--- src/rtl/camera_line_packet_depacketizer_core_assert.svh ---
// Assertion macros for the camera line packet depacketizer core.
// Each macro expands to a labeled concurrent assertion on clk, disabled during rst.
`ifndef CAMERA_LINE_PACKET_DEPACKETIZER_CORE_ASSERT_SVH
`define CAMERA_LINE_PACKET_DEPACKETIZER_CORE_ASSERT_SVH

// Same-cycle implication.
`define CLPD_ASSERT_NOW(label, ante, cons, msg) \
  label: assert property (@(posedge clk) disable iff (rst) (ante) |-> (cons)) else $error(msg);

// Next-cycle implication.
`define CLPD_ASSERT_NEXT(label, ante, cons, msg) \
  label: assert property (@(posedge clk) disable iff (rst) (ante) |=> (cons)) else $error(msg);

`endif

--- src/rtl/clpd_pkg.sv ---
// Package for the camera line packet depacketizer: geometry constants, derived widths,
// operation codes and the input and result item types. No dependencies.
package clpd_pkg;

  localparam int LINE_WIDTH = 640;
  localparam int LINE_COUNT = 480;
  localparam int CAMERA_MAX = 8;
  localparam int WORDS_MAX  = 1020;

  localparam logic [31:0] TAG_FRAME_START = 32'h0100_0000;
  localparam logic [31:0] TAG_FRAME_END   = 32'h0200_0000;

  localparam int FRAME_PIXELS = LINE_WIDTH * LINE_COUNT;
  localparam int TOTAL_WIDTH  = LINE_WIDTH * CAMERA_MAX;

  localparam int COUNT_W    = 10;
  localparam int START_W    = 16;
  localparam int END_W      = START_W + 1;
  localparam int ADDR_W     = 19;
  localparam int ROW_W      = $clog2(LINE_COUNT);
  localparam int TAG_LOW_W  = $clog2(LINE_COUNT + 1);
  localparam int COL_W      = $clog2(LINE_WIDTH);
  localparam int BASE_W     = $clog2(FRAME_PIXELS);
  localparam int SUM_W      = $clog2(FRAME_PIXELS + WORDS_MAX);
  localparam int CAM_W      = $clog2(CAMERA_MAX + 1);
  // wide enough for the 4-bit camera register and a camera count up to 16
  localparam int CAM_CMP_W  = 5;

  typedef enum logic {
    OP_HEADER = 1'b0,
    OP_PIXEL  = 1'b1
  } op_t;

  typedef struct packed {
    op_t                 operation;
    logic [31:0]         line_tag;
    logic [START_W-1:0]  start_column;
    logic [COUNT_W-1:0]  word_count;
    logic [31:0]         pixel_word;
  } in_item_t;

  typedef struct packed {
    logic              pixel_valid;
    logic [2:0]        camera;
    logic [ADDR_W-1:0] pixel_address;
    logic [7:0]        red;
    logic [7:0]        green;
    logic [7:0]        blue;
    logic              frame_begin;
    logic              header_error;
    logic              frame_done;
    logic              buffer_select;
    logic [31:0]       frame_number;
  } out_item_t;

endpackage

--- src/rtl/clpd_in_if.sv ---
// Input channel of the depacketizer: valid/ready handshake carrying one in_item_t.
// Depends on clpd_pkg.
interface clpd_in_if import clpd_pkg::*; ();
  logic     valid;
  logic     ready;
  in_item_t data;

  modport source (output valid, output data, input ready);
  modport sink   (input valid, input data, output ready);
endinterface

--- src/rtl/clpd_out_if.sv ---
// Result channel of the depacketizer: valid/ready handshake carrying one out_item_t.
// Depends on clpd_pkg.
interface clpd_out_if import clpd_pkg::*; ();
  logic      valid;
  logic      ready;
  out_item_t data;

  modport source (output valid, output data, input ready);
  modport sink   (input valid, input data, output ready);
endinterface

--- src/rtl/camera_line_packet_depacketizer_core.sv ---
// Camera line packet depacketizer core: header and pixel word decode, frame tracking.
// Depends on clpd_pkg, clpd_in_if, clpd_out_if and the assertion macro header.
//
// Takes one item per clock at full rate: an accepted item sits in an input register,
// is decoded there and its result lands in the output register. A new item can enter
// every cycle while the output drains, but stalls while an untaken result blocks it.
// A header gives one result; each expected pixel word gives one result; a word with
// nothing outstanding is absorbed with no result. Camera and in-frame column are
// resolved once per header, so each word costs only adds and compares.
// num_cameras may only be changed while no results are outstanding.
`include "camera_line_packet_depacketizer_core_assert.svh"

module camera_line_packet_depacketizer_core import clpd_pkg::*; (
  input  logic              clk,
  input  logic              rst,
  input  logic              cfg_we,
  input  logic [3:0]        cfg_wdata,
  clpd_in_if.sink           packet,
  clpd_out_if.source        result
);

  logic               s1_valid;
  in_item_t           s1_item;

  logic [3:0]         num_cameras;
  logic               in_frame;
  logic               fill_buffer;
  logic [31:0]        completed_frames;
  logic [COUNT_W-1:0] words_expected;
  logic [COUNT_W-1:0] word_position;
  logic               line_ok;
  logic               done_arm;
  logic [CAM_W-1:0]   cam_cnt;
  logic [BASE_W-1:0]  line_base;

  logic               out_valid;
  out_item_t          out_item;

  logic [31:0]        hdr_tag;
  logic               hdr_is_start;
  logic               hdr_line_ok;
  logic               hdr_error;
  logic [COUNT_W-1:0] hdr_count;
  logic [CAM_W-1:0]   hdr_cam;
  logic [START_W-1:0] hdr_cam_base;
  logic [COL_W-1:0]   hdr_col;
  logic [ROW_W-1:0]   hdr_row;
  logic [BASE_W-1:0]  hdr_base;
  logic               hdr_end_hit;
  logic               hdr_done;

  logic               wrd_pending;
  logic [SUM_W-1:0]   wrd_addr;
  logic               wrd_cam_ok;
  logic               wrd_write;
  logic [COUNT_W-1:0] wrd_pos_next;
  logic               wrd_done;

  logic               is_hdr;
  logic               res_produce;
  logic               res_done;
  logic               s1_fire;
  out_item_t          res;

  // header decode
  always_comb begin
    hdr_tag      = s1_item.line_tag;
    hdr_is_start = (hdr_tag == TAG_FRAME_START);
    hdr_line_ok  = (hdr_tag != 32'd0) && (hdr_tag <= 32'(LINE_COUNT));
    hdr_error    = !hdr_is_start && (hdr_tag != TAG_FRAME_END) && !hdr_line_ok;
    if (32'(s1_item.word_count) > 32'(WORDS_MAX)) begin
      hdr_count = COUNT_W'(WORDS_MAX);
    end else begin
      hdr_count = s1_item.word_count;
    end
    hdr_cam      = '0;
    hdr_cam_base = '0;
    for (int i = 1; i <= CAMERA_MAX; i++) begin
      if (END_W'(s1_item.start_column) >= END_W'(i * LINE_WIDTH)) begin
        hdr_cam      = CAM_W'(i);
        hdr_cam_base = START_W'(i * LINE_WIDTH);
      end
    end
    hdr_col     = COL_W'(s1_item.start_column - hdr_cam_base);
    hdr_row     = ROW_W'(TAG_LOW_W'(LINE_COUNT) - hdr_tag[TAG_LOW_W-1:0]);
    hdr_base    = BASE_W'(BASE_W'(hdr_row) * BASE_W'(LINE_WIDTH)) + BASE_W'(hdr_col);
    hdr_end_hit = (hdr_tag == 32'(LINE_COUNT)) &&
                  (END_W'(s1_item.start_column) + END_W'(hdr_count) == END_W'(TOTAL_WIDTH));
    hdr_done    = (hdr_count == '0) && hdr_end_hit && in_frame;
  end

  // pixel word decode
  always_comb begin
    wrd_pending  = (word_position < words_expected);
    wrd_addr     = SUM_W'(line_base) + SUM_W'(word_position);
    wrd_cam_ok   = (CAM_CMP_W'(cam_cnt) < CAM_CMP_W'(num_cameras)) &&
                   (CAM_CMP_W'(cam_cnt) < CAM_CMP_W'(CAMERA_MAX));
    wrd_write    = line_ok && wrd_cam_ok && (wrd_addr < SUM_W'(FRAME_PIXELS));
    wrd_pos_next = word_position + COUNT_W'(1);
    wrd_done     = (wrd_pos_next == words_expected) && done_arm && in_frame;
  end

  always_comb begin
    is_hdr      = (s1_item.operation == OP_HEADER);
    res_produce = is_hdr || wrd_pending;
    res_done    = is_hdr ? hdr_done : wrd_done;
    s1_fire     = s1_valid && (!res_produce || !out_valid || result.ready);

    res               = '0;
    res.frame_done    = res_done;
    res.buffer_select = fill_buffer;
    res.frame_number  = completed_frames + {31'd0, res_done};
    if (is_hdr) begin
      res.frame_begin  = hdr_is_start;
      res.header_error = hdr_error;
    end else if (wrd_write) begin
      res.pixel_valid   = 1'b1;
      res.camera        = cam_cnt[2:0];
      res.pixel_address = ADDR_W'(wrd_addr);
      res.red           = s1_item.pixel_word[29:22];
      res.green         = s1_item.pixel_word[19:12];
      res.blue          = s1_item.pixel_word[9:2];
    end
  end

  assign packet.ready = !s1_valid || s1_fire;
  assign result.valid = out_valid;
  assign result.data  = out_item;

  always_ff @(posedge clk) begin
    if (rst) begin
      s1_valid <= 1'b0;
    end else if (packet.valid && packet.ready) begin
      s1_valid <= 1'b1;
    end else if (s1_fire) begin
      s1_valid <= 1'b0;
    end
  end

  always_ff @(posedge clk) begin
    if (packet.valid && packet.ready) begin
      s1_item <= packet.data;
    end
  end

  always_ff @(posedge clk) begin
    if (rst) begin
      out_valid <= 1'b0;
    end else if (s1_fire && res_produce) begin
      out_valid <= 1'b1;
    end else if (result.ready) begin
      out_valid <= 1'b0;
    end
  end

  always_ff @(posedge clk) begin
    if (s1_fire && res_produce) begin
      out_item <= res;
    end
  end

  always_ff @(posedge clk) begin
    if (rst) begin
      num_cameras <= 4'd8;
    end else if (cfg_we) begin
      num_cameras <= cfg_wdata;
    end
  end

  always_ff @(posedge clk) begin
    if (rst) begin
      in_frame         <= 1'b0;
      fill_buffer      <= 1'b0;
      completed_frames <= '0;
      words_expected   <= '0;
      word_position    <= '0;
      line_ok          <= 1'b0;
      done_arm         <= 1'b0;
    end else if (s1_fire && res_produce) begin
      if (is_hdr) begin
        words_expected <= hdr_count;
        word_position  <= '0;
        line_ok        <= hdr_line_ok;
        done_arm       <= hdr_end_hit;
        if (hdr_is_start) begin
          in_frame <= 1'b1;
        end
      end else begin
        word_position <= wrd_pos_next;
      end
      if (res_done) begin
        in_frame         <= 1'b0;
        fill_buffer      <= !fill_buffer;
        completed_frames <= completed_frames + 32'd1;
      end
    end
  end

  always_ff @(posedge clk) begin
    if (s1_fire && is_hdr) begin
      cam_cnt   <= hdr_cam;
      line_base <= hdr_base;
    end
  end

  `CLPD_ASSERT_NOW(a_addr_in_frame, result.valid && result.data.pixel_valid, result.data.pixel_address < ADDR_W'(FRAME_PIXELS), "pixel write beyond frame")
  `CLPD_ASSERT_NOW(a_pos_bound, s1_valid || !s1_valid, word_position <= words_expected, "word position past packet end")
  `CLPD_ASSERT_NEXT(a_done_closes, s1_fire && res_produce && res_done, !in_frame, "frame still open after completion")
  `CLPD_ASSERT_NOW(a_done_flips, result.valid && result.data.frame_done, fill_buffer != result.data.buffer_select, "buffer select not toggled on frame done")

endmodule

--- src/flat_wrapper.sv ---
// flat-port wrapper written by rule: the top's interface ports become plain ports
module camera_line_packet_depacketizer_core_flat import clpd_pkg::*;
  (clk, rst, cfg_we, cfg_wdata, packet_valid, packet_data, packet_ready, result_valid, result_data, result_ready);
  clpd_in_if packet_i ();
  clpd_out_if result_i ();
  input  logic clk;
  input  logic rst;
  input  logic cfg_we;
  input  logic [3:0] cfg_wdata;
  input wire logic [$bits(packet_i.valid)-1:0] packet_valid;
  input wire logic [$bits(packet_i.data)-1:0] packet_data;
  output wire logic [$bits(packet_i.ready)-1:0] packet_ready;
  output wire logic [$bits(result_i.valid)-1:0] result_valid;
  output wire logic [$bits(result_i.data)-1:0] result_data;
  input wire logic [$bits(result_i.ready)-1:0] result_ready;
  assign packet_i.valid = packet_valid;
  assign packet_i.data = packet_data;
  assign packet_ready = packet_i.ready;
  assign result_valid = result_i.valid;
  assign result_data = result_i.data;
  assign result_i.ready = result_ready;
  camera_line_packet_depacketizer_core u_core (.clk(clk), .rst(rst), .cfg_we(cfg_we), .cfg_wdata(cfg_wdata), .packet(packet_i), .result(result_i));
endmodule
--- config.mk ---
export PLATFORM = sky130hd
export DESIGN_NAME = camera_line_packet_depacketizer_core_flat
export DESIGN_NICKNAME = d
export VERILOG_FILES = /design/src/rtl/clpd_pkg.sv /design/src/rtl/clpd_in_if.sv /design/src/rtl/clpd_out_if.sv /design/src/rtl/camera_line_packet_depacketizer_core.sv /design/src/flat_wrapper.sv
export VERILOG_INCLUDE_DIRS = /design/src /design/src/rtl
export SDC_FILE = /design/constraint.sdc
export NUM_CORES = 1
export LEC_CHECK = 0
export ABC_AREA = 1
export BUFFER_PORTS_ARGS = -buffer_cell sky130_fd_sc_hd__buf_2
export CAP_MARGIN = 25
export CORE_ASPECT_RATIO = 0.7
export CORE_MARGIN = 1.5
export CORE_UTILIZATION = 45
export CTS_CLUSTER_DIAMETER = 100
export DETAILED_ROUTE_END_ITERATION = 8
export GPL_TIMING_DRIVEN = 0
export PLACE_DENSITY = 0.76
export SYNTH_ARGS = -nofsm -noshare
export SYNTH_HDL_FRONTEND = slang
export SYNTH_SLANG_ARGS = --single-unit
--- constraint.sdc ---
create_clock -name clk -period 6.06 [get_ports clk]
set_input_delay 1.212 -clock clk [delete_from_list [all_inputs] [get_ports clk]]
set_output_delay 1.212 -clock clk [all_outputs]
set_load 0.01 [all_outputs]
==> impl_results.md <==
* Outcome: finished clean
* Max-slew violation count at 0
* Comb power frac at 0.144
* Mean Syn Cell Area at 9.43 um^2
* Resize count post-CTS at 0
* GRT overflow at 0
* Inserted Clock Buffers at 26
* Slowest stage delay, CP at 0.48 ns
* Sw Pwr at 1.09 mW
* Crit-path slowest cell: fa_1
* Row count at 51
* First-pass GRT wire length at 49000 um
* Crit path time final at 5.53 ns
* Number of H-tree levels at 1
* Worst Setup End Kind: register
* RSZ-0062 raised after global routing: false
* Die height at 145 um
* Pre-antenna DRT Iters at 5
* CP Max Fanout at 10
* DRT antenna net count at 0
* Remaining DRCs at 0
* Reg power frac at 0.488
* Drt wl/cell at 15.7 um
* Routed vias/inst at 5.16
* Largest net degree at the start of global routing at 64
* Initial DRC Count at 833
* LEAKAGE at 6.48 nW
* Top cells by area, synth: edfxtp_1 (43%), dfxtp_1 (9.5%), nand2_1 (7.7%)
* Commonest cells in the netlist: nand2_1 (266), inv_1 (190), edfxtp_1 (189)
* Synth Instances at 1384
* Yosys top cell by area: edfxtp_1
* Power Internal at 3.08 mW
* Vias in the first global route at 9508
* Critical path startpoint category: register
* Final wirelength at 31200 um
* Peak Freq at 181 MHz
* Sink Count at 251
* Final core occ at 0.543
* Finished Layout Cells at 1981
* Period Utilization, post-route at 0.913
* Synthesized flop and latch total at 251
* Kind of critical path: reg -> reg
* Max_slew headroom at 0.424
* Post-CTS Setup Inserts at 0
* Antenna violations before repair at 0
* Sw Share at 0.262
* Seq/Total Area, Yosys at 0.530
* Total Power at 4.17 mW
* NumNets Final at 1751
* Number of flops mapped to enable cells by yosys at 189
* Clock skew at 0.0240 ns
* Layout cells sized above 1 at 0.168
* Asr flop ratio synth at 0
* Setup WS pre-CTS at 0.710 ns
* Root Buffer: clkbuf_16
* Top FF cell, synth: edfxtp_1
* CTS hold repair buffers at 0
* Ant diodes at 0
* Top-count cell post-synth: nand2_1
* GPL Wtd Cong at 0.967
* Yosys warning total at 0
* Initial Util at 0.464
* Vias at 10200
* Netlist Area Pre-Place at 13000 um^2
* Syn nets at 1545
* Worst slew pin tran at 0.862 ns
* Max Cap Viol at 0
* DIE WIDTH at 207 um
* Data required time at the worst endpoint at 6.34 ns
* PD cells at 273 nW/um^2
* CTS tree: built
* Post-detail-place hpwl at 24000 um
* Fin. Hold Viols at 0
* Most frequent CP cell: nand2_1
* Die area at 30000 um^2
* Core area at 28100 um^2
* Top Ports at 185
* Clock transition at path regs at 0.06 ns
* Area Growth Syn to Fin at 17.0%
* Worst skew pair latency at 0.55 ns
* Inst Count DP at 1933
* Post-route setup slack at 0.527 ns
* Final setup TNS at 0 ns
* GRT Util Overall at 0.206
* Finish-stage setup viols at 0
* Yosys cell types at 50
* Clk pwr share at 0.368
* VDD IR max at 0.218 mV
* # port buffers at 176
* Synth top area share at 0.435
* WP data arrival at 5.81 ns
* CTS max path bufs at 3
* Worst hold path class: reg -> reg
==> power by group through the flow <==
stage | clock network [mW] | logic, mW | registers [mW]
6_report | 1.53 | 0.601 | 2.04
5_1_grt | 1.63 | 0.683 | 2.05
4_1_cts | 1.56 | 0.603 | 2.04
3_5_place_dp | 0 | 0.601 | 2.07
3_3_place_gp | 0 | 0.572 | 2.07
2_1_floorplan | 0 | 0.392 | 2.08
==> cell families after synthesis <==
logic type / after synthesis / share of synthesized area
flip-flops: 251 / 0.530
AO/OA/AOI/OAI: 152 / 0.0668
adder cells (fa/ha/maj): 61 / 0.0614
AND/OR/NAND/NOR: 587 / 0.200
buffers and inverters: 233 / 0.0746
XOR/XNOR: 100 / 0.0671
==> final timing paths <==
| kind | startpoint | end | slack (ns) | depth (start not counted) |
|---|---|---|---|---|
| hold / removal | u_core.completed_frames[8]$_SDFFE_PP0P_ | u_core.completed_frames[8]$_SDFFE_PP0P_ | 0.47 | 2 |
| hold reg to reg | u_core.completed_frames[8]$_SDFFE_PP0P_ | u_core.completed_frames[8]$_SDFFE_PP0P_ | 0.47 | 2 |
| setup / recovery | u_core.s1_item[38]$_DFFE_PP_ | u_core.result.data[30]$_DFFE_PP_ | 0.53 | 31 |
| setup reg to reg | u_core.s1_item[38]$_DFFE_PP_ | u_core.result.data[30]$_DFFE_PP_ | 0.53 | 31 |
==> sequential cells by signal (all words and copies together) (netlist names) <==
signal                   cells
u_core.result.data          83
u_core.s1_item              51
u_core.completed_frames     32
u_core.hdr_tag              32
u_core.line_base            19
u_core.word_position        10
u_core.words_expected       10
u_core.cam_cnt               4
u_core.num_cameras           4
u_core.done_arm              1
u_core.fill_buffer           1
u_core.in_frame              1
u_core.line_ok               1
u_core.result.valid          1
u_core.s1_valid              1
==> area by class of cell <==
class | count | area (um^2)
well taps | 371 | 464
repair buffers | 178 | 936
multi-input cells | 900 | 5160
flip-flops and latches | 251 | 6920
fillers | 2486 | 12900
inverters | 192 | 723
clock inverters | 11 | 53.8
clock buffers | 37 | 764
plain buffers | 41 | 254
==> cells in the final DEF (no fill, tap or decap), drive strengths merged, types with 31 or more instances in the layout <==
cell type  netlist  final
ha              56     56
nor3            33     33
inv            192    192
xor2            87     87
o21ai           31     31
nor2           146    146
dfxtp           62     62
a21oi           85     85
edfxtp         189    189
nand2          270    270
nand3           66     66
clkbuf          22     59
nand4           53     53
buf             19    197
==> worst max-delay path, delay by kind of cell (launching register included) <==
family	cells	cell delay, ns
xor gates and xnor gates	1	0.15
adders and majority gates	4	1.15
buffers and inverters	6	0.73
DFF	1	0.39
and+or+nand+nor	20	2.83
==> routing by layer <==
layer,wire length [um],track usage,vias to the layer above
met5,0,0,-
met3,2620,0.0443,45
li1,-,-,5068
met2,12600,0.289,354
met1,15400,0.320,4754
met4,613,0.0482,0
==> metrics by stage <==
step           area, um^2  hold WS [ns]
2_1_floorplan       13000         0.431
3_5_place_dp        14500         0.458
4_1_cts             15300         0.468
5_1_grt             15300         0.490
3_3_place_gp        14400         0.449
6_report            15300         0.468
Power figures use the tool's default switching activity.
